## src/hw/rtl/fmvw_pkg.sv

```systemverilog
// ----------------------------------------------------------------------------
// fmvw_pkg
// Shared types, register map and constants of the FM voice register writer.
// ----------------------------------------------------------------------------
package fmvw_pkg;

  localparam int unsigned NumVoicesDef = 9;

  // Command codes
  typedef enum logic [1:0] {
    OP_INIT = 2'd0,
    OP_PLAY = 2'd1,
    OP_STOP = 2'd2,
    OP_RSVD = 2'd3   // reserved, gives no writes
  } op_e;

  // Synth register bases
  localparam logic [7:0] RegOpSetup   = 8'h20;
  localparam logic [7:0] RegOpLevel   = 8'h40;
  localparam logic [7:0] RegOpAttack  = 8'h60;
  localparam logic [7:0] RegOpSustain = 8'h80;
  localparam logic [7:0] RegFnumLow   = 8'hA0;
  localparam logic [7:0] RegKeyOn     = 8'hB0;
  localparam logic [7:0] RegFeedback  = 8'hC0;

  // Register values
  localparam logic [7:0] ValSetup0    = 8'h01;
  localparam logic [7:0] ValSetup1    = 8'h21;
  localparam logic [7:0] ValLevel0    = 8'h00;
  localparam logic [7:0] ValLevel1    = 8'h1F;
  localparam logic [7:0] ValAttack    = 8'hE4;
  localparam logic [7:0] ValSustain   = 8'h04;
  localparam logic [7:0] ValMixMode   = 8'h01;
  localparam logic [7:0] ValKeyOff    = 8'h00;

  // Frequency normalisation and scaling by 1000/758
  localparam logic [15:0] FreqHighLimit = 16'd554;
  localparam logic [15:0] FreqLowLimit  = 16'd262;
  localparam logic [2:0]  BlockStart    = 3'd4;
  localparam logic [15:0] FreqSatLimit  = 16'd775;   // largest f with f*1000 < 1023*758
  localparam logic [20:0] FnumRecip     = 21'd1383346; // ceil(2^20 * 1000 / 758)
  localparam int unsigned FnumShift     = 20;
  localparam logic [9:0]  FnumMax       = 10'h3FF;

  // Normalised command held between acceptance and the write sequencer
  typedef struct packed {
    op_e        opcode;
    logic [3:0] voice;
    logic       sustain;
    logic [2:0] block;
    logic [9:0] f_norm;
    logic       f_sat;
  } cmd_t;

  // One register write
  typedef struct packed {
    logic [7:0] addr;
    logic [7:0] value;
    logic       last;
    logic [9:0] fnum;
    logic [2:0] block;
  } wr_t;

  // Operator offsets per voice
  function automatic logic [7:0] op_offset(input logic [3:0] voice, input logic second);
    logic [7:0] base;
    begin
      unique case (voice)
        4'd0:    base = 8'h00;
        4'd1:    base = 8'h01;
        4'd2:    base = 8'h02;
        4'd3:    base = 8'h08;
        4'd4:    base = 8'h09;
        4'd5:    base = 8'h0A;
        4'd6:    base = 8'h10;
        4'd7:    base = 8'h11;
        4'd8:    base = 8'h12;
        default: base = 8'h00;
      endcase
      op_offset = second ? (base + 8'h03) : base;
    end
  endfunction

endpackage

```

## src/hw/rtl/fm_voice_register_writer.sv

```systemverilog
// ----------------------------------------------------------------------------
// fm_voice_register_writer
// Expands voice commands into FM synth register address/data writes.
// ----------------------------------------------------------------------------
// Usage:
//   Input channel (in_valid_i/in_ready_o) takes one request: opcode, voice,
//   frequency in Hz and sustain flag. Output channel (out_valid_o/out_ready_i)
//   delivers the register writes of each request, the final one marked by
//   last_write_o. Init gives 5 writes (8 with modulation enabled), play 2,
//   stop 1; an unused opcode or a voice at or above NUM_VOICES gives none.
//   The first write of a request passes the command register, then the output
//   register. Throughput: one write per cycle from the single output register
//   while the receiver is ready; a request has 1 to 8 writes, and the next
//   request is taken in the cycle its predecessor's last write is loaded, so
//   writes of consecutive requests follow without a gap. When the receiver
//   stalls, the output register holds its write, the sequencer holds its step
//   and the input register fills, then in_ready_o drops. Reset clears all
//   valid flags and modulation_enable to 0.
//   modulation_enable is sampled live, so write it only when idle.
// ----------------------------------------------------------------------------
module fm_voice_register_writer
  import fmvw_pkg::*;
#(
  parameter int unsigned NUM_VOICES = NumVoicesDef
) (
  input  logic        clk_i,
  input  logic        rst_ni,
  // configuration
  input  logic        modulation_enable_we_i,
  input  logic        modulation_enable_i,
  // request channel
  input  logic        in_valid_i,
  output logic        in_ready_o,
  input  logic [1:0]  opcode_i,
  input  logic [3:0]  voice_index_i,
  input  logic [15:0] frequency_hz_i,
  input  logic        sustain_flag_i,
  // write channel
  output logic        out_valid_o,
  input  logic        out_ready_i,
  output logic [7:0]  reg_address_o,
  output logic [7:0]  reg_value_o,
  output logic        last_write_o,
  output logic [9:0]  fnum_value_o,
  output logic [2:0]  block_number_o
);

  logic       mod_en_q;
  logic       cmd_valid_q, cmd_valid_d;
  cmd_t       cmd_q, cmd_d;
  logic [2:0] step_q, step_d;
  logic       out_valid_q, out_valid_d;
  wr_t        out_q;

  logic       accept;
  logic       keep;      // accepted request produces writes
  logic       load;      // output register takes a new write
  logic       done;      // last write of the held request is loaded
  wr_t        wr;
  logic [2:0] norm_block;
  logic [9:0] norm_f;
  logic       norm_sat;

  // Configuration register
  always_ff @(posedge clk_i or negedge rst_ni) begin
    if (!rst_ni) begin
      mod_en_q <= 1'b0;
    end else if (modulation_enable_we_i) begin
      mod_en_q <= modulation_enable_i;
    end
  end

  // Normalise the frequency on the way into the command register
  fmvw_freq_norm u_freq_norm (
    .freq_i   (frequency_hz_i),
    .block_o  (norm_block),
    .f_norm_o (norm_f),
    .f_sat_o  (norm_sat)
  );

  fmvw_write_gen u_write_gen (
    .cmd_i    (cmd_q),
    .step_i   (step_q),
    .mod_en_i (mod_en_q),
    .wr_o     (wr)
  );

  assign load       = cmd_valid_q && (!out_valid_q || out_ready_i);
  assign done       = load && wr.last;
  assign in_ready_o = !cmd_valid_q || done;
  assign accept     = in_valid_i && in_ready_o;
  // Drop requests for absent voices and the unused opcode
  assign keep       = (voice_index_i < 4'(NUM_VOICES)) && (opcode_i != OP_RSVD);

  always_comb begin
    cmd_d         = cmd_q;
    cmd_valid_d   = cmd_valid_q;
    step_d        = step_q;
    if (load) begin
      step_d = step_q + 3'd1;
    end
    if (done) begin
      cmd_valid_d = 1'b0;
      step_d      = '0;
    end
    if (accept) begin
      cmd_valid_d    = keep;
      step_d         = '0;
      cmd_d.opcode   = op_e'(opcode_i);
      cmd_d.voice    = voice_index_i;
      cmd_d.sustain  = sustain_flag_i;
      cmd_d.block    = norm_block;
      cmd_d.f_norm   = norm_f;
      cmd_d.f_sat    = norm_sat;
    end
  end

  assign out_valid_d = load || (out_valid_q && !out_ready_i);

  always_ff @(posedge clk_i or negedge rst_ni) begin
    if (!rst_ni) begin
      cmd_valid_q <= 1'b0;
      step_q      <= '0;
      out_valid_q <= 1'b0;
    end else begin
      cmd_valid_q <= cmd_valid_d;
      step_q      <= step_d;
      out_valid_q <= out_valid_d;
    end
  end

  // Payload registers: hold while stalled
  always_ff @(posedge clk_i) begin
    cmd_q <= cmd_d;
    if (load) begin
      out_q <= wr;
    end
  end

  assign out_valid_o    = out_valid_q;
  assign reg_address_o  = out_q.addr;
  assign reg_value_o    = out_q.value;
  assign last_write_o   = out_q.last;
  assign fnum_value_o   = out_q.fnum;
  assign block_number_o = out_q.block;

endmodule

```

## src/hw/rtl/fmvw_freq_norm.sv

```systemverilog
// ----------------------------------------------------------------------------
// fmvw_freq_norm
// Octave normalisation of a frequency in Hz into a block and a scaled value.
// ----------------------------------------------------------------------------
module fmvw_freq_norm
  import fmvw_pkg::*;
(
  input  logic [15:0] freq_i,
  output logic [2:0]  block_o,
  output logic [9:0]  f_norm_o,
  output logic        f_sat_o
);

  logic        h1, h2, h3;
  logic        d1, d2, d3, d4;
  logic [15:0] f_wide;

  // Halving only happens above the high limit, and then never doubling
  assign h1 = freq_i > FreqHighLimit;
  assign h2 = (freq_i >> 1) > FreqHighLimit;
  assign h3 = (freq_i >> 2) > FreqHighLimit;
  assign d1 = freq_i < FreqLowLimit;
  assign d2 = (freq_i << 1) < FreqLowLimit;
  assign d3 = (freq_i << 2) < FreqLowLimit;
  assign d4 = (freq_i << 3) < FreqLowLimit;

  always_comb begin
    if (h3) begin
      f_wide  = freq_i >> 3;
      block_o = BlockStart + 3'd3;
    end else if (h2) begin
      f_wide  = freq_i >> 2;
      block_o = BlockStart + 3'd2;
    end else if (h1) begin
      f_wide  = freq_i >> 1;
      block_o = BlockStart + 3'd1;
    end else if (d4) begin
      f_wide  = freq_i << 4;
      block_o = BlockStart - 3'd4;
    end else if (d3) begin
      f_wide  = freq_i << 3;
      block_o = BlockStart - 3'd3;
    end else if (d2) begin
      f_wide  = freq_i << 2;
      block_o = BlockStart - 3'd2;
    end else if (d1) begin
      f_wide  = freq_i << 1;
      block_o = BlockStart - 3'd1;
    end else begin
      f_wide  = freq_i;
      block_o = BlockStart;
    end
  end

  assign f_sat_o  = f_wide > FreqSatLimit;
  assign f_norm_o = f_wide[9:0];

endmodule

```

## src/hw/rtl/fmvw_write_gen.sv

```systemverilog
// ----------------------------------------------------------------------------
// fmvw_write_gen
// Register write for one step of a held command, with the fnum scaling.
// ----------------------------------------------------------------------------
module fmvw_write_gen
  import fmvw_pkg::*;
(
  input  cmd_t       cmd_i,
  input  logic [2:0] step_i,
  input  logic       mod_en_i,
  output wr_t        wr_o
);

  logic [30:0] product;
  logic [9:0]  fnum;
  logic [7:0]  osc0;
  logic [7:0]  osc1;
  logic [7:0]  setup0;

  assign product = 31'(cmd_i.f_norm) * 31'(FnumRecip);
  assign fnum    = cmd_i.f_sat ? FnumMax : product[FnumShift +: 10];
  assign osc0    = op_offset(cmd_i.voice, 1'b0);
  assign osc1    = op_offset(cmd_i.voice, 1'b1);
  assign setup0  = ValSetup0 | {2'b00, cmd_i.sustain, 5'b00000};

  always_comb begin
    wr_o = '0;
    unique case (cmd_i.opcode)
      OP_INIT: begin
        case (step_i)
          3'd0: begin
            wr_o.addr  = RegOpSetup + osc0;
            wr_o.value = setup0;
          end
          3'd1: begin
            wr_o.addr  = RegOpLevel + osc0;
            wr_o.value = ValLevel0;
          end
          3'd2: begin
            wr_o.addr  = RegOpAttack + osc0;
            wr_o.value = ValAttack;
          end
          3'd3: begin
            wr_o.addr  = RegOpSustain + osc0;
            wr_o.value = ValSustain;
          end
          3'd4: begin
            if (mod_en_i) begin
              wr_o.addr  = RegOpSetup + osc1;
              wr_o.value = ValSetup1;
            end else begin
              wr_o.addr  = RegFeedback + {4'h0, cmd_i.voice};
              wr_o.value = ValMixMode;
              wr_o.last  = 1'b1;
            end
          end
          3'd5: begin
            wr_o.addr  = RegOpLevel + osc1;
            wr_o.value = ValLevel1;
          end
          3'd6: begin
            wr_o.addr  = RegOpAttack + osc1;
            wr_o.value = ValAttack;
          end
          default: begin
            wr_o.addr  = RegOpSustain + osc1;
            wr_o.value = ValSustain;
            wr_o.last  = 1'b1;
          end
        endcase
      end
      OP_PLAY: begin
        wr_o.fnum  = fnum;
        wr_o.block = cmd_i.block;
        if (step_i == 3'd0) begin
          wr_o.addr  = RegFnumLow + {4'h0, cmd_i.voice};
          wr_o.value = fnum[7:0];
        end else begin
          wr_o.addr  = RegKeyOn + {4'h0, cmd_i.voice};
          wr_o.value = {2'b00, 1'b1, cmd_i.block, fnum[9:8]};
          wr_o.last  = 1'b1;
        end
      end
      default: begin
        wr_o.addr  = RegKeyOn + {4'h0, cmd_i.voice};
        wr_o.value = ValKeyOff;
        wr_o.last  = 1'b1;
      end
    endcase
  end

endmodule

```

## config.mk

```make
export PLATFORM = sky130hd
export DESIGN_NAME = fm_voice_register_writer
export DESIGN_NICKNAME = d
export VERILOG_FILES = /design/src/hw/rtl/fmvw_pkg.sv /design/src/hw/rtl/fm_voice_register_writer.sv /design/src/hw/rtl/fmvw_freq_norm.sv /design/src/hw/rtl/fmvw_write_gen.sv
export SDC_FILE = /design/constraint.sdc
export NUM_CORES = 1
export LEC_CHECK = 0
export BUFFER_PORTS_ARGS = -buffer_cell sky130_fd_sc_hd__buf_2
export CORE_MARGIN = 2
export CORE_UTILIZATION = 40
export DETAILED_ROUTE_END_ITERATION = 12
export SLEW_MARGIN = 15
export SYNTH_ARGS = -nofsm -noshare
export SYNTH_HDL_FRONTEND = slang
export SYNTH_SLANG_ARGS = --single-unit
```

## constraint.sdc

```tcl
create_clock -name clk_i -period 6.7 [get_ports clk_i]
set_clock_uncertainty 0.05 [all_clocks]
set_input_delay 1.34 -clock clk_i [delete_from_list [all_inputs] [get_ports clk_i]]
set_output_delay 1.34 -clock clk_i [all_outputs]
set_load 0.02 [all_outputs]
```

== After elaboration in Yosys (flattened, before gate mapping) ==
Memories as Yosys holds them, arrays and structs flattened. A register that Yosys moved wholly into a read port is not among the register bits.
Index checks and enable logic that the tools add are counted.
Widths: inputs -> output; s select.

* $add $sub $neg: 13
* $mul: 1
* Div/mod/pow operators: 0
* Magnitude comparators: 9
* Eq/ne operators: 8
* Shifts and indexed selects: 0
* Multiplexer cells: 28
* Bitwise logic cells: 0
* Reductions and logical operators: 18

{| class="wikitable"
|+ Operator list
! kind !! number
|-
| $mux 16 || 9
|-
| $pmux 16 s7 || 1
|-
| $lt 16x9->1 const B || 4
|-
| $pmux 17 s2 || 1
|-
| $add 7x8->8 const A || 4
|-
| $gt 16x10->1 const B || 2
|-
| $mul 10x20->29 const B || 1
|-
| $mux 3 || 7
|-
| $add 6x8->8 const A || 2
|-
| $add 8x4->8 const A || 2
|-
| $add 8x8->8 const A || 2
|-
| $gt 15x10->1 const B || 1
|-
| $gt 14x10->1 const B || 1
|-
| $mux 10 || 1
|-
| $eq 3x3->1 const B || 3
|-
| $add 7x5->8 const A || 1
|-
| $add 8x2->8 const B || 1
|-
| $mux 4 || 2
|-
| $eq 3x2->1 const B || 2
|-
| $reduce_or 6->1 || 1
|-
| $logic_and 1x1->1 || 5
|-
| $mux 1 || 5
|-
| $lt 4x4->1 const B || 1
|-
| $add 3x1->3 const B || 1
|-
| 13 further kinds || 17
|}

* Register bits after elaboration: 57
* Bits in latches: 0
* RAM bits: 0
* Bits in read-only memories: 128
* Bits of input ports: 29
* Logic and storage cells: 96
* Memories kept: 2

{| class="wikitable"
|+ Memory list
! memory !! words !! width !! rd ports !! clocked after memory_dff !! write ports !! RTL line !! RTL
|-
| (no name shown) || 16 || 4 || 1 || 1 || 0 || fmvw_pkg.sv:68 || <nowiki>unique case (voice)</nowiki>
|-
| (no name shown) || 16 || 4 || 1 || 1 || 0 || fmvw_pkg.sv:68 ||
|}

== Depth between registers and ports, before layout ==
* Depth after elaboration: 9
* Gate-level depth with buffers: 18
* Mapped depth without buffers: 18

== Modules after synthesis ==
From an unflattened synthesis, not the netlist that was laid out.

* Cell total of the unflattened synthesis: 712
* Area, all modules: 6731.5 um^2

{| class="wikitable"
|+ By module, submodules not included
! module !! times used !! cells each !! area each (um^2) !! sequential area each (um^2)
|-
| fmvw_write_gen || 1 || 456 || 3842.4 || 0.0
|-
| fm_voice_register_writer || 1 || 85 || 1871.8 || 1681.6
|-
| fmvw_freq_norm || 1 || 171 || 1017.2 || 0.0
|}

== Worst setup path after synthesis ==
No wires, ideal clock.

* Kind: reg-to-reg
* Start: register cmd_q[2] in the netlist's numbering
* End: register out_q, in the netlist reg_value_o[1] (data pin)
* Arrival: 5040 ps
* Data required time: 6381 ps
* Setup slack: 1341 ps
* Stages on the path, launching flop included: 17
* Path buffers: 0
* Cells stage by stage: edfxtp_1 ha_1 fa_1 fa_1 inv_1 fa_1 inv_1 fa_1 ha_1 nand3_1 or3_1 a31oi_1 a2111oi_2 o31ai_2 o2111ai_1 a311oi_1 o31ai_1

{| class="wikitable"
|+ RTL lines
! item !! RTL line !! RTL
|-
| start: declaration || fm_voice_register_writer.sv:50 || <nowiki>cmd_t cmd_q, cmd_d;</nowiki>
|-
| start signal: assignment || fm_voice_register_writer.sv:134 || <nowiki>cmd_q <= cmd_d;</nowiki>
|-
| end signal: assignment || fm_voice_register_writer.sv:136 || <nowiki>out_q <= wr;</nowiki>
|-
| end: declaration || fm_voice_register_writer.sv:53 || <nowiki>wr_t out_q;</nowiki>
|}

==> impl_metrics.csv <==
group,metric,value,unit
floorplanning,die_h,133.1,um
global_routing,grt.overflow.total,0,
sta,rsz0062_at_grt,"false",
pwr,seq_power_share,16.4,%
worst_setup_path,cp_num_buf_inv,2,
global_routing,grt_start_max_net_pins,32,
sta,final-setup-viol-count,0,
sta,period_minus_slack,5.900,ns
global_routing,busiest_layer,"met2",
drt,avgRoutedWirePerCell,16.32,um
sta,finalHoldViolCount,0,
finish,drive_above_1_share,12.75,%
sta,slew_headroom,27.74,%
clock_network,ctsHoldBuffers,0,
worst_setup_path,crit_chain,"ha_1 > fa_1 > fa_1 > inv_1 > fa_1 > inv_1 > fa_1 > ha_1 > nand3_1 > or3_1 > a31oi_1 > a2111oi_2 > o31ai_2 > o2111ai_1 > a311oi_1 > o31ai_1",
pwr,power_frac_clock,13.3,%
clock_network,cts-root-buf,"clkbuf_16",
logic_synthesis,yosysMostFrequentCell,"inv_1",
clock_network,clk_latency,0.35,ns
floorplanning,die-area,17730,sq um
pwr,p_per_area,447.6,nW/um^2
global_routing,grt_usage,17.95,%
drt,drt_wl_total,15740,um
global_routing,grt_pass1_wl,25590,um
logic_synthesis,yosysUniqueCellTypes,71,
worst_setup_path,critPathMaxFanout,6,
logic_synthesis,ys_ff_latch,61,
worst_setup_path,critPathSlowestCell,"fa_1",
drt,vias,5297,
pwr,power.internal,1.715,mW
sta,max_clock_freq,169.5,MHz
finish,area_delta_synth_final,11.55,%
place,io_buffers,60,
logic_synthesis,synth_edf_count,51,
sta,timing.final.crit_share,88.06,%
floorplanning,start_util,40.52,%
global_routing,antenna_found_initial,0,
pwr,p_switching,1.617,mW
pwr,p_sw_share,48.53,%
logic_synthesis,postSynthAreaPerCell,9.669,sq um
logic_synthesis,syn-instance-count,690,
clock_network,cts_tree,"yes",
clock_network,numCtsBuffers,9,
worst_setup_path,crit_type,"reg2reg",
worst_setup_path,worst_ep_arrival_time,5.93,ns
floorplanning,num_rows,47,
place,place_congestion,0.9303,
clock_network,postCtsResizedCells,0,
run,drv_cap,0,
logic_synthesis,synth_flop_cell,"edfxtp_1",
logic_synthesis,syn-num-nets,866,
worst_setup_path,cpLargestDelayFamily,"adder cells",
drt,ant_nets,0,
global_routing,grt_pass1_vias,5123,
clock_network,cts.sinks,61,
pwr,p_comb_share,70.3,%
sta,worstMarginPinSlew,1.077,ns
logic_synthesis,yosysWarnings,0,
drt,first_iter_violations,409,
worst_setup_path,cp.required,6.73,ns
pwr,ir_worst_vdd,0.2273,mV
drt,vias_per_cell,5.489,
clock_network,ctsLongestPathBuffers,2,
clock_network,h-tree-depth,3,
place,dpl.hpwl,12860,um
finish,insertedDiodeCount,0,
min_path,holdCritPathClass,"reg2reg",
finish,finish.net_count,916,
global_routing,grt_use_met2,28.84,%
clock_network,path_clk_slew,0.06,ns
logic_synthesis,synth.largest_area_cell,"edfxtp_1",
logic_synthesis,ys_top_cells_by_area,"edfxtp_1 (23%), ha_1 (17%), fa_1 (16%), inv_1 (5.9%), a21oi_1 (2.8%)",
clock_network,post_cts.repair.setup_buffers,0,
logic_synthesis,yosys.area.top_type_share,22.96,%
worst_setup_path,crit_path_end_kind,"flip-flop",
drt,drc,0,
worst_setup_path,start_kind,"flip-flop",
global_routing,met1_usage,24.37,%
floorplanning,ios,61,
logic_synthesis,async_reset_ff_share,9.836,%
pwr,leakagePower,3.358,nW
logic_synthesis,ys_seq_area_share,26.41,%
worst_setup_path,cp_common_cell,"fa_1",
logic_synthesis,synth_common_cells,"inv_1 (105), ha_1 (93), fa_1 (54)",
sta,hold_ws,0.4414,ns
sta,maxSlewViolCount,0,
floorplanning,die_w,133.1,um
sta,tns,0,ns
drt,firstDrtPassIters,8,
floorplanning,core_area,16470,sq um
logic_synthesis,syn-cell-area,6671,sq um
global_routing,grt_use_met3,3.044,%
status,status,"completed",
worst_setup_path,slowest_delay,0.53,ns
[path summary, 6_finish.rpt]
| kind | endpoint | cells past startpoint | from | slack, ns |
|---|---|---|---|---|
| max in group asynchronous | cmd_valid_q$_DFFE_PN0P_ | 1 | rst_ni | 5.70 |
| setup reg to reg | reg_value_o[1]$_DFFE_PP_ | 16 | cmd_q[4]$_DFFE_PP_ | 0.80 |
| hold reg to reg | out_valid_o$_DFF_PN0_ | 1 | cmd_valid_q$_DFFE_PN0P_ | 0.44 |
| setup / recovery | reg_value_o[1]$_DFFE_PP_ | 16 | cmd_q[4]$_DFFE_PP_ | 0.80 |
| hold / removal | out_valid_o$_DFF_PN0_ | 1 | cmd_valid_q$_DFFE_PN0P_ | 0.44 |
| min in group asynchronous | step_q[0]$_DFFE_PN0P_ | 1 | rst_ni | 0.76 |
[area by class of cell]
| class | instances | area, sq um |
|---|---|---|
| clock inverter | 7 | 61.31 |
| clock buffer | 9 | 225.2 |
| sequential | 61 | 1762 |
| tap | 220 | 275.3 |
| timing repair buffer | 62 | 315.3 |
| multi-input combinational | 498 | 4398 |
| inverter | 108 | 405.4 |
| fill | 1569 | 9024 |
[power groups by stage]
stage	combinational, mW	sequential (mW)	clock, mW
after floorplan	1.74	0.586	0
after global placement	2.28	0.551	0
after detailed placement	2.34	0.554	0
after CTS	2.37	0.547	0.452
after global routing	2.69	0.554	0.468
final	2.34	0.545	0.444
[cells in the final DEF (no fill, tap or decap), types with 3 or more instances in the layout]
cell type and instances:
o31ai_1 9, nand3b_1 3, inv_6 4, fa_1 54, or3_1 11, nor2b_1 3, nor4_1 4, a211oi_1 9
o21ai_0 29, a31oi_1 9, clkbuf_16 9, xor2_1 6, o21a_1 4, a21o_1 6, nand2b_1 7, a311oi_1 4
nor2_1 49, dfxtp_1 4, buf_2 60, a221oi_1 3, nor3_1 23, a221o_1 4, o21ai_1 3, a211o_1 4
o211ai_1 7, nand2_1 31, ha_1 93, a22oi_1 4, a32oi_1 3, inv_1 104, and2_1 8, nand3_1 16
mux2i_1 7, dfrtp_1 6, a21oi_1 37, a22o_1 3, edfxtp_1 51
[per-layer routing]
| metal | vias to the layer above | part of all wire, % |
|---|---|---|
| li1 | 2554 | - |
| met1 | 2538 | 46 |
| met2 | 173 | 47 |
| met3 | 32 | 5.2 |
| met4 | 0 | 2.3 |
| met5 | - | 0 |
[worst reg2reg max path, cell delays in order, from the launching register on]
cell and delay [ns]:
edfxtp_1 0.51, ha_1 0.48, fa_1 0.48, fa_1 0.49, inv_1 0.05, fa_1 0.53
inv_1 0.06, fa_1 0.45, ha_1 0.31, nand3_1 0.09, or3_1 0.38, a31oi_1 0.44
a2111oi_2 0.18, o31ai_2 0.49, o2111ai_1 0.22, a311oi_1 0.31, o31ai_1 0.11
[cell families (layout without fill, tap and decap cells)]
logic type | after synthesis | count (layout) | share of synthesized area [%]
adders and majority gates | 147 | 147 | 33.65
xor gates and xnor gates | 8 | 8 | 1.050
DFF | 61 | 61 | 26.41
buffers and inverters | 131 | 186 | 7.671
and+or+nand+nor | 169 | 169 | 12.51
muxes | 12 | 12 | 2.044
AOI/OAI and AO/OA | 162 | 162 | 16.67
[sequential cells by signal (all words and copies together), names as in the netlist]
name	flops
out_valid_o	1
cmd_q	21
fnum_value_o	10
u_write_gen.osc0	2
reg_value_o	8
cmd_valid_q	1
u_write_gen.osc1	2
reg_address_o	8
last_write_o	1
mod_en_q	1
step_q	3
block_number_o	3
[through the flow]
step	total power, mW	setup WS, ns	std cells	instance area, sq um	utilization, %
2_1_floorplan	2.324	1.341	690	6671	-
6_report	3.331	0.8000	965	7442	45.20
5_1_grt	3.715	0.5198	965	7442	45.20
4_1_cts	3.364	0.7575	965	7442	45.20
3_5_place_dp	2.897	0.7672	949	7156	43.46
3_3_place_gp	2.826	0.9029	949	7156	43.46
Power figures use the tool's default switching activity.
